===== src/design/y2r_pkg.sv =====
// ----------------------------------------------------------------------------
// y2r_pkg: shared types and constants for the YUYV to RGB888 converter
// Fixed-point coefficient values, datapath widths, payload structs and the
// channel clamp used by both pixel datapaths.
// ----------------------------------------------------------------------------
package y2r_pkg;

    // Fraction bits of the fixed-point chroma coefficients (range 8..24).
    localparam int COEF_FRAC_BITS = 16;

    // Coefficients are below 2.0: one integer bit plus the fraction.
    localparam int COEF_W = COEF_FRAC_BITS + 1;
    // |k * (c - 128)| < 2^(F+8); one more bit for the sign.
    localparam int PROD_W = COEF_FRAC_BITS + 9;
    // Y * 2^F plus up to two chroma terms, signed.
    localparam int ACC_W  = COEF_FRAC_BITS + 10;

    localparam longint unsigned COEF_SCALE = 64'd1 << COEF_FRAC_BITS;

    // Round to nearest from thousandths.
    localparam longint unsigned K_RV_L = (64'd1402 * COEF_SCALE + 64'd500) / 64'd1000;
    localparam longint unsigned K_GU_L = (64'd344 * COEF_SCALE + 64'd500) / 64'd1000;
    localparam longint unsigned K_GV_L = (64'd714 * COEF_SCALE + 64'd500) / 64'd1000;
    localparam longint unsigned K_BU_L = (64'd1772 * COEF_SCALE + 64'd500) / 64'd1000;

    localparam logic [COEF_W-1:0] K_RV = K_RV_L[COEF_W-1:0];
    localparam logic [COEF_W-1:0] K_GU = K_GU_L[COEF_W-1:0];
    localparam logic [COEF_W-1:0] K_GV = K_GV_L[COEF_W-1:0];
    localparam logic [COEF_W-1:0] K_BU = K_BU_L[COEF_W-1:0];

    localparam logic signed [8:0] CHROMA_MID = 9'sd128;
    localparam logic [7:0]        CHAN_MAX   = 8'hFF;
    localparam logic [7:0]        CHAN_MIN   = 8'h00;

    typedef struct packed {
        logic [7:0] luma_first;
        logic [7:0] chroma_blue;
        logic [7:0] luma_second;
        logic [7:0] chroma_red;
        logic       frame_end_in;
    } y2r_yuv_t;

    typedef struct packed {
        logic [7:0] red_first;
        logic [7:0] green_first;
        logic [7:0] blue_first;
        logic [7:0] red_second;
        logic [7:0] green_second;
        logic [7:0] blue_second;
        logic       frame_end_out;
    } y2r_rgb_t;

    // Load strobes for the per-pixel sum and clamp stages.
    typedef struct packed {
        logic sum_load;
        logic clamp_load;
    } y2r_adv_t;

    // Saturate a Q(F) accumulator to 0..255 after flooring the fraction.
    function automatic logic [7:0] y2r_clamp(input logic signed [ACC_W-1:0] acc);
        logic [7:0] res;
        priority if (acc[ACC_W-1])
            res = CHAN_MIN;
        else if (acc[ACC_W-2:COEF_FRAC_BITS+8] != '0)
            res = CHAN_MAX;
        else
            res = acc[COEF_FRAC_BITS+7:COEF_FRAC_BITS];
        return res;
    endfunction

endpackage


===== src/design/y2r_yuv_if.sv =====
// ----------------------------------------------------------------------------
// y2r_yuv_if: YUYV request channel
// Valid/ready channel carrying one YUYV word and the frame end flag.
// ----------------------------------------------------------------------------
interface y2r_yuv_if
    import y2r_pkg::*;
();
    logic     valid;
    logic     ready;
    y2r_yuv_t data;

    modport source (output valid, output data, input ready);
    modport sink   (input valid, input data, output ready);
endinterface


===== src/design/y2r_rgb_if.sv =====
// ----------------------------------------------------------------------------
// y2r_rgb_if: RGB888 pair request channel
// Valid/ready channel carrying two RGB888 pixels and the frame end flag.
// ----------------------------------------------------------------------------
interface y2r_rgb_if
    import y2r_pkg::*;
();
    logic     valid;
    logic     ready;
    y2r_rgb_t data;

    modport source (output valid, output data, input ready);
    modport sink   (input valid, input data, output ready);
endinterface


===== src/design/y2r_pixel.sv =====
// ----------------------------------------------------------------------------
// y2r_pixel: sum and clamp stages for one pixel
// Add the luma base to the shared chroma products, then floor and saturate
// each channel into its output register.
// ----------------------------------------------------------------------------
module y2r_pixel
    import y2r_pkg::*;
(
    input  logic                     clk,
    input  y2r_adv_t                 adv,
    input  logic [7:0]               luma,
    input  logic signed [PROD_W-1:0] prod_rv,
    input  logic signed [PROD_W-1:0] prod_gu,
    input  logic signed [PROD_W-1:0] prod_gv,
    input  logic signed [PROD_W-1:0] prod_bu,
    output logic [7:0]               red,
    output logic [7:0]               green,
    output logic [7:0]               blue
);

    logic signed [ACC_W-1:0] base;
    logic signed [ACC_W-1:0] sum_r_next, sum_g_next, sum_b_next;
    logic signed [ACC_W-1:0] sum_r_reg, sum_g_reg, sum_b_reg;
    logic [7:0]              red_reg, green_reg, blue_reg;

    assign base = $signed({2'b00, luma, {COEF_FRAC_BITS{1'b0}}});

    always_comb
    begin
        sum_r_next = base + ACC_W'(prod_rv);
        sum_g_next = base - ACC_W'(prod_gu) - ACC_W'(prod_gv);
        sum_b_next = base + ACC_W'(prod_bu);
    end

    always_ff @(posedge clk)
    begin
        if (adv.sum_load)
        begin
            sum_r_reg <= sum_r_next;
            sum_g_reg <= sum_g_next;
            sum_b_reg <= sum_b_next;
        end
        if (adv.clamp_load)
        begin
            red_reg   <= y2r_clamp(sum_r_reg);
            green_reg <= y2r_clamp(sum_g_reg);
            blue_reg  <= y2r_clamp(sum_b_reg);
        end
    end

    assign red   = red_reg;
    assign green = green_reg;
    assign blue  = blue_reg;

endmodule


===== src/design/yuyv_to_rgb24_converter.sv =====
// ----------------------------------------------------------------------------
// yuyv_to_rgb24_converter: YUYV 4:2:2 to RGB888, BT.601 full range
// Structure: four register stages, stage 4 being the output register.
// Throughput: one YUYV word per cycle while the output is not stalled,
//   two RGB888 pixels per result.
// Reset: rst_n (async, active low) clears all stage valid bits; the
//   datapath registers are not reset and the block is ready right away.
// ----------------------------------------------------------------------------
module yuyv_to_rgb24_converter
    import y2r_pkg::*;
(
    input  logic         clk,
    input  logic         rst_n,
    y2r_yuv_if.sink      yuv,
    y2r_rgb_if.source    rgb
);

    // Pipeline:
    //   stage 1  capture luma, center chroma around zero
    //   stage 2  four chroma products, shared by both pixels
    //   stage 3  per-pixel channel sums      (y2r_pixel)
    //   stage 4  floor and clamp to 0..255   (y2r_pixel, output register)
    // Each stage holds when it is full and the stage after it cannot take
    // its request; empty stages always load, so bubbles collapse.

    // Stage valid bits and their load enables.
    logic v1_reg, v2_reg, v3_reg, v4_reg;
    logic v1_next, v2_next, v3_next, v4_next;
    logic rdy1, rdy2, rdy3, rdy4;

    // Stage 1 payload.
    logic [7:0]        y0_s1_reg, y1_s1_reg;
    logic signed [8:0] u_s1_reg, v_s1_reg;
    logic signed [8:0] u_s1_next, v_s1_next;
    logic              fe_s1_reg;

    // Stage 2 payload.
    logic [7:0]               y0_s2_reg, y1_s2_reg;
    logic signed [PROD_W-1:0] prod_rv_reg, prod_gu_reg, prod_gv_reg, prod_bu_reg;
    logic signed [PROD_W-1:0] prod_rv_next, prod_gu_next, prod_gv_next, prod_bu_next;
    logic                     fe_s2_reg;

    // Frame end flag rides alongside stages 3 and 4.
    logic fe_s3_reg, fe_s4_reg;

    y2r_adv_t adv;

    // ------------------------------------------------------------------
    // Handshake: a stage may load when it is empty or its request moves on.
    // ------------------------------------------------------------------
    always_comb
    begin
        rdy4 = !v4_reg || rgb.ready;
        rdy3 = !v3_reg || rdy4;
        rdy2 = !v2_reg || rdy3;
        rdy1 = !v1_reg || rdy2;

        v1_next = rdy1 ? yuv.valid : v1_reg;
        v2_next = rdy2 ? v1_reg    : v2_reg;
        v3_next = rdy3 ? v2_reg    : v3_reg;
        v4_next = rdy4 ? v3_reg    : v4_reg;

        adv.sum_load   = rdy3;
        adv.clamp_load = rdy4;
    end

    assign yuv.ready = rdy1;

    always_ff @(posedge clk or negedge rst_n)
    begin
        if (!rst_n)
        begin
            v1_reg <= 1'b0;
            v2_reg <= 1'b0;
            v3_reg <= 1'b0;
            v4_reg <= 1'b0;
        end
        else
        begin
            v1_reg <= v1_next;
            v2_reg <= v2_next;
            v3_reg <= v3_next;
            v4_reg <= v4_next;
        end
    end

    // ------------------------------------------------------------------
    // Stage 1: center chroma. Values stay within -128..127.
    // ------------------------------------------------------------------
    always_comb
    begin
        u_s1_next = $signed({1'b0, yuv.data.chroma_blue}) - CHROMA_MID;
        v_s1_next = $signed({1'b0, yuv.data.chroma_red})  - CHROMA_MID;
    end

    always_ff @(posedge clk)
    begin
        if (rdy1)
        begin
            y0_s1_reg <= yuv.data.luma_first;
            y1_s1_reg <= yuv.data.luma_second;
            u_s1_reg  <= u_s1_next;
            v_s1_reg  <= v_s1_next;
            fe_s1_reg <= yuv.data.frame_end_in;
        end
    end

    // ------------------------------------------------------------------
    // Stage 2: one small multiplier per chroma term, coefficient times
    // centered chroma. The exact product always fits in PROD_W.
    // ------------------------------------------------------------------
    always_comb
    begin
        prod_rv_next = PROD_W'($signed({1'b0, K_RV})) * PROD_W'(v_s1_reg);
        prod_gu_next = PROD_W'($signed({1'b0, K_GU})) * PROD_W'(u_s1_reg);
        prod_gv_next = PROD_W'($signed({1'b0, K_GV})) * PROD_W'(v_s1_reg);
        prod_bu_next = PROD_W'($signed({1'b0, K_BU})) * PROD_W'(u_s1_reg);
    end

    always_ff @(posedge clk)
    begin
        if (rdy2)
        begin
            y0_s2_reg   <= y0_s1_reg;
            y1_s2_reg   <= y1_s1_reg;
            prod_rv_reg <= prod_rv_next;
            prod_gu_reg <= prod_gu_next;
            prod_gv_reg <= prod_gv_next;
            prod_bu_reg <= prod_bu_next;
            fe_s2_reg   <= fe_s1_reg;
        end
    end

    // ------------------------------------------------------------------
    // Stages 3 and 4: per-pixel sum, then floor and saturate.
    // ------------------------------------------------------------------
    always_ff @(posedge clk)
    begin
        if (rdy3)
            fe_s3_reg <= fe_s2_reg;
        if (rdy4)
            fe_s4_reg <= fe_s3_reg;
    end

    y2r_pixel u_pixel_first (
        .clk     (clk),
        .adv     (adv),
        .luma    (y0_s2_reg),
        .prod_rv (prod_rv_reg),
        .prod_gu (prod_gu_reg),
        .prod_gv (prod_gv_reg),
        .prod_bu (prod_bu_reg),
        .red     (rgb.data.red_first),
        .green   (rgb.data.green_first),
        .blue    (rgb.data.blue_first)
    );

    y2r_pixel u_pixel_second (
        .clk     (clk),
        .adv     (adv),
        .luma    (y1_s2_reg),
        .prod_rv (prod_rv_reg),
        .prod_gu (prod_gu_reg),
        .prod_gv (prod_gv_reg),
        .prod_bu (prod_bu_reg),
        .red     (rgb.data.red_second),
        .green   (rgb.data.green_second),
        .blue    (rgb.data.blue_second)
    );

    // Stage 4 is the output register.
    assign rgb.data.frame_end_out = fe_s4_reg;
    assign rgb.valid              = v4_reg;

endmodule


===== src/flat_wrapper.sv =====
// flat-port wrapper written by rule: the top's interface ports become plain ports
module yuyv_to_rgb24_converter_flat import y2r_pkg::*;
  (clk, rst_n, yuv_valid, yuv_data, yuv_ready, rgb_valid, rgb_data, rgb_ready);
  y2r_yuv_if yuv_i ();
  y2r_rgb_if rgb_i ();
  input  logic clk;
  input  logic rst_n;
  input wire logic [$bits(yuv_i.valid)-1:0] yuv_valid;
  input wire logic [$bits(yuv_i.data)-1:0] yuv_data;
  output wire logic [$bits(yuv_i.ready)-1:0] yuv_ready;
  output wire logic [$bits(rgb_i.valid)-1:0] rgb_valid;
  output wire logic [$bits(rgb_i.data)-1:0] rgb_data;
  input wire logic [$bits(rgb_i.ready)-1:0] rgb_ready;
  assign yuv_i.valid = yuv_valid;
  assign yuv_i.data = yuv_data;
  assign yuv_ready = yuv_i.ready;
  assign rgb_valid = rgb_i.valid;
  assign rgb_data = rgb_i.data;
  assign rgb_i.ready = rgb_ready;
  yuyv_to_rgb24_converter u_core (.clk(clk), .rst_n(rst_n), .yuv(yuv_i), .rgb(rgb_i));
endmodule

===== config.mk =====
export PLATFORM = sky130hd
export DESIGN_NAME = yuyv_to_rgb24_converter_flat
export DESIGN_NICKNAME = d
export VERILOG_FILES = /design/src/design/y2r_pkg.sv /design/src/design/y2r_yuv_if.sv /design/src/design/y2r_rgb_if.sv /design/src/design/y2r_pixel.sv /design/src/design/yuyv_to_rgb24_converter.sv /design/src/flat_wrapper.sv
export SDC_FILE = /design/constraint.sdc
export NUM_CORES = 1
export LEC_CHECK = 0
export BUFFER_PORTS_ARGS = -buffer_cell sky130_fd_sc_hd__buf_4
export CAP_MARGIN = 0
export CORE_MARGIN = 3
export CORE_UTILIZATION = 55
export CTS_CLUSTER_SIZE = 8
export DETAILED_ROUTE_END_ITERATION = 10
export PLACE_DENSITY = 0.77
export RECOVER_POWER = 25
export SLEW_MARGIN = 20
export SYNTH_ARGS = -nofsm -noshare
export SYNTH_HDL_FRONTEND = slang
export SYNTH_SLANG_ARGS = --single-unit

===== constraint.sdc =====
create_clock -name clk -period 6.9 [get_ports clk]
set_input_delay 0.69 -clock clk [delete_from_list [all_inputs] [get_ports clk]]
set_output_delay 0.69 -clock clk [all_outputs]
set_load 0.02 [all_outputs]

==> Implementation_results.wiki, run 1 <==
{| class="wikitable"
! Metric !! Value
|-
| Setup repair after global routing missed its margin || false
|-
| Setup WS post-layout || 1.70 ns
|-
| Count of fill cells added during filler insertion || 2,366
|-
| Cell type with the highest aggregate area in the netlist || sky130_fd_sc_hd__edfxtp_1
|-
| Post-Syn Instances || 1,460
|-
| GR Layer Usage met1 || 26.8%
|-
| Final cell utilization of the core || 63.0%
|-
| Total via count after detailed routing || 10,700
|-
| First DRT Iteration DRCs || 584
|-
| Clock root cell || sky130_fd_sc_hd__clkbuf_16
|-
| Worst Clk Skew || 0.0248 ns
|-
| Share of post-route cells with drive strength above 1 || 8.74%
|-
| WS Path Type || flop to flop
|-
| Critical path arrival || 5.45 ns
|-
| Most frequent cell after synthesis || sky130_fd_sc_hd__ha_1
|-
| Timing-limited maximum frequency || 192 MHz
|-
| Crit-path max FO || 8
|-
| Outcome || complete, no violations
|-
| Net count reported at finish || 2,033
|-
| Overflow left after global routing || 0
|-
| Fraction of registers with async set/reset || 1.75%
|-
| Quantity of gates resized following cts || 0
|-
| Hold Crit Class || input port to flop
|-
| Clock latency on the worst-skew pair || 0.51 ns
|-
| First-pass GRT wire length || 55.1 mm
|-
| Finish-stage setup viols || 0
|-
| Seq cells post-synth || 228
|-
| Pins over their slew limit || 0
|-
| Post-Synthesis Mean Instance Area || 11.9 µm²
|-
| CP Launch Type || flop
|-
| Clock buffer depth || 3
|-
| Peak-usage layer in the global routing report || met2
|-
| Measured slew at the worst slew-check pin || 1.03 ns
|-
| Maxcap violations || 0
|-
| Number of hold violations in the final report || 0
|-
| Number of enable-type register cells in the synthesized netlist || 224
|-
| Number of diodes || 0
|-
| Worst-path clk slew || 0.06 ns
|-
| Internal reg-to-reg setup slack || 1.70 ns
|-
| Core area || 30,800 µm²
|-
| Estimated wirelength of the detail-placed design || 26.7 mm
|-
| Synthesis Warnings || 0
|-
| Pre-CTS setup slack || 1.66 ns
|-
| Detailed-route wire length per cell || 16.8 µm
|-
| Met3 Usage GRT || 3.30%
|-
| Power density normalized to cell area || 536 nW/µm²
|-
| PortBufs || 87
|-
| Drt pass-1 iters || 5
|-
| TritonCTS clock tree || done
|-
| Data required time at the worst endpoint || 7.15 ns
|-
| Horiz. Die Dim || 184 µm
|-
| List of most frequent post-synthesis cells || 309 x sky130_fd_sc_hd__ha_1, 224 x sky130_fd_sc_hd__edfxtp_1, 222 x sky130_fd_sc_hd__inv_1
|-
| I/O pin cnt || 88
|-
| Leakage power of the design || 9.30 nW
|-
| RePlAce Congestion || 0.957
|-
| Top-area cell type share of the netlist area || 38.7%
|-
| Die height || 184 µm
|-
| Footprint of the flip-flops and latches || 6830 µm²
|-
| Critical path capture point type || flop
|-
| Distinct cell type count of the synthesized netlist || 53
|-
| Synth-to-Final Area Change || 11.9%
|-
| Crit path time final || 5.20 ns
|-
| Per-cell via count in the routed design || 5.40
|-
| Netlist area before placement || 17,400 µm²
|-
| Fraction of the yosys area taken by sequential cells || 39.3%
|-
| Number of clock sinks || 228
|-
| Maximum number of pins on one net before global-route repair || 83
|-
| Number of global-route vias before repair || 11,100
|-
| Multi-input gate area in the final layout || 9650 µm²
|-
| TNS Setup || 0 ns
|-
| Leading post-synthesis cells by cell area || sky130_fd_sc_hd__edfxtp_1 39%, sky130_fd_sc_hd__ha_1 22%, sky130_fd_sc_hd__fa_1 14%
|-
| Number of buffers created by CTS || 34
|-
| Initial standard-cell utilization of the core || 56.3%
|-
| Initial antenna violation count || 0
|-
| Number of standard-cell rows in the floorplan || 64
|-
| Number of remaining DRC errors || 0
|-
| Area of the die || 33,700 µm²
|-
| Met2 demand-to-capacity share in global routing || 35.2%
|-
| Global Route Usage Sum || 20.4%
|-
| Number of nets with antenna violations after detailed routing || 0
|-
| Overall power after layout || 10.4 mW
|-
| Net count after synthesis || 1,924
|-
| Final clock period utilization by the worst path || 75.3%
|-
| Setup Buffers After CTS || 0
|-
| Number of flip-flops under the largest register name || 25
|-
| Hold-fix buffers, CTS || 1
|-
| Max IR drop VDD || 0.279 mV
|-
| Routed WL || 33.2 mm
|-
| H-Tree Level Count || 2
|-
| Most used DFF post-synth || sky130_fd_sc_hd__edfxtp_1
|-
| Remaining max-slew budget at the tightest pin || 31.6%
|}
## power by group
group          switching [mW]  internal (mW)  total [mW]
Clock                   0.563          0.910        1.47
Combinational            3.49           2.69        6.18
Sequential              0.282           2.48        2.76
## per-stage QoR
step / cells / hold slack (ns) / instance area [µm²]
after detailed placement: 1928 / 0.405 / 18500
after global placement: 1928 / 0.402 / 18500
after floorplan: 1460 / 0.394 / 17400
final: 1975 / 0.375 / 19400
after CTS: 1975 / 0.336 / 19400
after global routing: 1975 / 0.356 / 19400
## per-layer routing
metal	routed length, µm	vias to the layer above
met5	0	-
met4	935	0
met3	1660	65
met2	15900	251
met1	14600	5073
li1	-	5268
## cells by family after synthesis
kind of cell	share of synthesized area, %
buffers and inverters	5.23
AND/OR/NAND/NOR	6.75
multiplexers	0.115
XOR/XNOR	4.59
flip-flops	39.3
AO/OA/AOI/OAI	8.13
adder cells (fa/ha/maj)	35.9
## worst max-delay path, stage by stage, from the launching register on
cell	delay, ns
sky130_fd_sc_hd__edfxtp_1	0.58
sky130_fd_sc_hd__ha_1	0.41
sky130_fd_sc_hd__inv_1	0.06
sky130_fd_sc_hd__fa_1	0.52
sky130_fd_sc_hd__inv_1	0.07
sky130_fd_sc_hd__fa_1	0.56
sky130_fd_sc_hd__fa_1	0.44
sky130_fd_sc_hd__ha_1	0.31
sky130_fd_sc_hd__ha_1	0.31
sky130_fd_sc_hd__a21o_1	0.18
sky130_fd_sc_hd__a211o_1	0.32
sky130_fd_sc_hd__a31oi_1	0.25
sky130_fd_sc_hd__nor4b_2	0.14
sky130_fd_sc_hd__a221o_1	0.37
sky130_fd_sc_hd__o21a_1	0.21
sky130_fd_sc_hd__nor2_1	0.11
sky130_fd_sc_hd__xnor2_1	0.07
## cells in the final DEF (no fill, tap or decap), types with 3 or more instances in the layout
| master | synthesis | routed |
|---|---|---|
| sky130_fd_sc_hd__a211o_1 | 3 | 3 |
| sky130_fd_sc_hd__a211oi_1 | 6 | 6 |
| sky130_fd_sc_hd__a21boi_1 | 5 | 5 |
| sky130_fd_sc_hd__a21o_1 | 43 | 43 |
| sky130_fd_sc_hd__a21oi_1 | 63 | 63 |
| sky130_fd_sc_hd__a221oi_1 | 3 | 3 |
| sky130_fd_sc_hd__a31oi_1 | 7 | 7 |
| sky130_fd_sc_hd__and3_1 | 7 | 7 |
| sky130_fd_sc_hd__buf_4 | 1 | 57 |
| sky130_fd_sc_hd__clkbuf_1 | 17 | 9 |
| sky130_fd_sc_hd__clkbuf_16 | 0 | 35 |
| sky130_fd_sc_hd__clkbuf_4 | 0 | 32 |
| sky130_fd_sc_hd__dfrtp_1 | 4 | 4 |
| sky130_fd_sc_hd__edfxtp_1 | 224 | 224 |
| sky130_fd_sc_hd__fa_1 | 118 | 118 |
| sky130_fd_sc_hd__ha_1 | 309 | 309 |
| sky130_fd_sc_hd__inv_1 | 222 | 221 |
| sky130_fd_sc_hd__nand2_1 | 29 | 28 |
| sky130_fd_sc_hd__nand2b_1 | 13 | 13 |
| sky130_fd_sc_hd__nand3_1 | 14 | 13 |
| sky130_fd_sc_hd__nand4_1 | 9 | 9 |
| sky130_fd_sc_hd__nor2_1 | 137 | 137 |
| sky130_fd_sc_hd__nor2b_1 | 15 | 15 |
| sky130_fd_sc_hd__nor3_1 | 14 | 14 |
| sky130_fd_sc_hd__nor3b_1 | 5 | 5 |
| sky130_fd_sc_hd__o2111ai_1 | 3 | 3 |
| sky130_fd_sc_hd__o211ai_1 | 7 | 7 |
| sky130_fd_sc_hd__o21a_1 | 13 | 13 |
| sky130_fd_sc_hd__o21ai_0 | 11 | 11 |
| sky130_fd_sc_hd__o21ai_1 | 24 | 24 |
| sky130_fd_sc_hd__o21bai_1 | 10 | 10 |
| sky130_fd_sc_hd__or2_2 | 4 | 4 |
| sky130_fd_sc_hd__or3_1 | 3 | 3 |
| sky130_fd_sc_hd__xnor2_1 | 61 | 61 |
| sky130_fd_sc_hd__xor2_1 | 30 | 30 |
## path summary, 6_finish.rpt
check                               startpoint                     end  cells after the start
setup / recovery            u_core.u_s1_reg[5]  u_core.prod_bu_reg[23]                     16
hold / removal                    yuv_data[20]      u_core.u_s1_reg[3]                      1
setup reg to reg            u_core.u_s1_reg[5]  u_core.prod_bu_reg[23]                     16
hold reg to reg            u_core.y0_s1_reg[7]     u_core.y0_s2_reg[7]                      0
max in group asynchronous                rst_n        u_core.rgb.valid                      2
min in group asynchronous                rst_n           u_core.v2_reg                      2
## final cells by class
type                       instances  area share (%)
clock inverter                     4           0.187
tap                              396            2.55
multi-input combinational        991            49.7
timing repair buffer              92            3.53
clock buffer                      42            4.64
sequential                       228            35.1
inverter                         222            4.29
Note: power is estimated with default switching activity, not from simulation.
==> run 2, diff against run 1 <==
clock period = 5.2 ns   (was 6.9 ns; I/O delays follow)
==> run 2 against run 1 <==
Compared with the run above:
- worst setup slack worse by 1.5 ns
- critical path depth fell by 1
- via count grew 0.99%
- non-clock buffer count grew 23
- clock power increased by 41%
==> Implementation_results.wiki, run 2 (synthesis gave the netlist of run 1 again) <==
{| class="wikitable"
! Metric !! Value
|-
| Outcome || complete, no violations
|-
| Critical path capture point type || flop
|-
| Routed WL || 33.6 mm
|-
| First DRT Iteration DRCs || 544
|-
| Crit path max-delay cell type || sky130_fd_sc_hd__fa_1
|-
| Overall power after layout || 14.0 mW
|-
| Estimated wirelength of the detail-placed design || 27.0 mm
|-
| Number of global-route vias before repair || 11,200
|-
| Pins over their slew limit || 0
|-
| Cells traversed along the worst timing path || clkbuf_1, ha_1, ha_1, fa_1, fa_1, ha_1, ha_1, a21o_1, a211o_1, a211oi_2, nor4b_2, a221o_1, o21a_1, nor2_1, xnor2_1
|-
| Detailed-route wire length per cell || 16.8 µm
|-
| PortBufs || 87
|-
| Global Route Usage Sum || 20.4%
|-
| Number of buffers created by CTS || 35
|-
| Crit path time final || 5.02 ns
|-
| Power density normalized to cell area || 711 nW/µm²
|-
| Timing-limited maximum frequency || 199 MHz
|-
| Crit-path max FO || 7
|-
| Number of remaining DRC errors || 0
|-
| Hold Crit Class || input port to flop
|-
| Clock latency on the worst-skew pair || 0.50 ns
|-
| Number of nets with antenna violations after detailed routing || 0
|-
| First-pass GRT wire length || 55.1 mm
|-
| RePlAce Congestion || 0.951
|-
| Remaining max-slew budget at the tightest pin || 31.3%
|-
| TritonCTS clock tree || done
|-
| Maximum number of pins on one net before global-route repair || 83
|-
| Number of flip-flops under the largest register name || 25
|-
| Number of clock sinks || 228
|-
| Crit-path max cell delay || 0.49 ns
|-
| Number of hold violations in the final report || 0
|-
| Initial standard-cell utilization of the core || 56.3%
|-
| Worst-path clk slew || 0.05 ns
|-
| Horiz. Die Dim || 184 µm
|-
| Leakage power of the design || 9.42 nW
|-
| H-Tree Level Count || 2
|-
| Initial antenna violation count || 1
|-
| Core area || 30,800 µm²
|-
| Max IR drop VDD || 0.366 mV
|-
| Synth-to-Final Area Change || 13.3%
|-
| Cell with the most instances on the worst path || sky130_fd_sc_hd__ha_1
|-
| Net count reported at finish || 2,057
|-
| Maxcap violations || 0
|-
| Measured slew at the worst slew-check pin || 1.03 ns
|-
| Most common library cell in the layout ignoring fill and taps || sky130_fd_sc_hd__ha_1
|-
| Worst Clk Skew || 0.0183 ns
|-
| Overflow left after global routing || 0
|-
| WS Path Type || flop to flop
|-
| Clock buffer depth || 3
|-
| Most frequent cells in the layout || 306 x sky130_fd_sc_hd__ha_1, 224 x sky130_fd_sc_hd__edfxtp_1, 221 x sky130_fd_sc_hd__inv_1, 137 x sky130_fd_sc_hd__nor2_1, 118 x sky130_fd_sc_hd__fa_1
|-
| I/O pin cnt || 88
|-
| Final clock period utilization by the worst path || 96.6%
|-
| Total via count after detailed routing || 10,800
|-
| Per-cell via count in the routed design || 5.38
|-
| Critical path arrival || 5.28 ns
|-
| Die height || 184 µm
|-
| Data required time at the worst endpoint || 5.45 ns
|-
| Share of post-route cells with drive strength above 1 || 10.1%
|-
| Number of standard-cell rows in the floorplan || 64
|-
| CP Launch Type || flop
|-
| Finish-stage setup viols || 0
|-
| Clock root cell || sky130_fd_sc_hd__clkbuf_16
|-
| Area of the die || 33,700 µm²
|-
| Worst hold slack || 0.213 ns
|-
| Drt pass-1 iters || 4
|}
-- run 2: cell types whose count changed in the layout (fill, tap and decap cells not counted), sizes merged --
cell    previous run  this run
buf               57        73
diode              0         1
inv              224       222
bufinv             0         2
clkinv             2         3
clkbuf            76        84
-- run 2: cell type report --
type | instances | area [µm²]
timing repair buffer | 115 | 845
multi-input combinational | 991 | 9670
inverter | 222 | 833
fill | 2320 | 11200
clock buffer | 43 | 906
sequential | 228 | 6830
antenna | 1 | 2.50
tap | 396 | 495
clock inverter | 5 | 97.6
-- run 2: what timing repair did --
item | in CTS | in global routing
resized for setup | 0 | 5
hold endpoints to repair | 4 | 0
hold buffers | 1 | 0
buffers inserted | 0 | 8
setup endpoints to repair | 0 | 6
-- run 2: final timing paths --
| kind | startpoint | slack (ns) | end | cells after the start |
|---|---|---|---|---|
| setup / recovery | u_core.u_s1_reg[5] | 0.18 | u_core.prod_bu_reg[23] | 15 |
| setup reg to reg | u_core.u_s1_reg[5] | 0.18 | u_core.prod_bu_reg[23] | 15 |
| max in group asynchronous | rst_n | 4.63 | u_core.v1_reg | 2 |
| hold reg to reg | u_core.y0_s1_reg[4] | 0.41 | u_core.y0_s2_reg[4] | 0 |
| min in group asynchronous | rst_n | 0.38 | u_core.rgb.valid | 2 |
| hold / removal | yuv_data[1] | 0.21 | u_core.v_s1_reg[0] | 1 |
-- run 2: power by group --
part | switching, mW | leakage, nW | internal [mW]
clock network | 0.755 | 0.487 | 1.31
registers | 0.359 | 2.33 | 3.29
logic | 4.67 | 6.61 | 3.60
total | 5.79 | 9.42 | 8.20
-- run 2: critical path: cells and delay by family (launching register included) --
| family | cells | cell delay (ns) |
|---|---|---|
| XOR/XNOR | 1 | 0.07 |
| AO/OA/AOI/OAI | 5 | 1.38 |
| buffers and inverters | 1 | 0.43 |
| adder cells (fa/ha/maj) | 6 | 2.28 |
| flip-flops | 1 | 0.39 |
| AND/OR/NAND/NOR | 2 | 0.22 |
-- run 2: through the flow --
stage / setup TNS (ns) / util (%) / cell area, µm² / setup WS (ns) / std cells
final: 0 / 63.8 / 19700 / 0.177 / 2001
after detailed placement: 0 / 60.4 / 18600 / 0.152 / 1943
after CTS: 0 / 63.6 / 19600 / 0.142 / 1992
after floorplan: 0 / - / 17400 / 0.230 / 1460
after global placement: 0 / 60.4 / 18600 / 0.298 / 1943
after global routing: -0.0266 / 63.8 / 19700 / -0.0199 / 2000
-- run 2: metal layers --
layer | part of all wire [%] | track usage (%) | routed length (µm) | vias to the layer above
li1 | - | - | - | 5324
met1 | 43 | 26.3 | 14600 | 5100
met2 | 48 | 34.3 | 16000 | 259
met3 | 5.2 | 3.94 | 1730 | 79
met4 | 3.8 | 7.77 | 1260 | 0
met5 | 0 | 0 | 0 | -
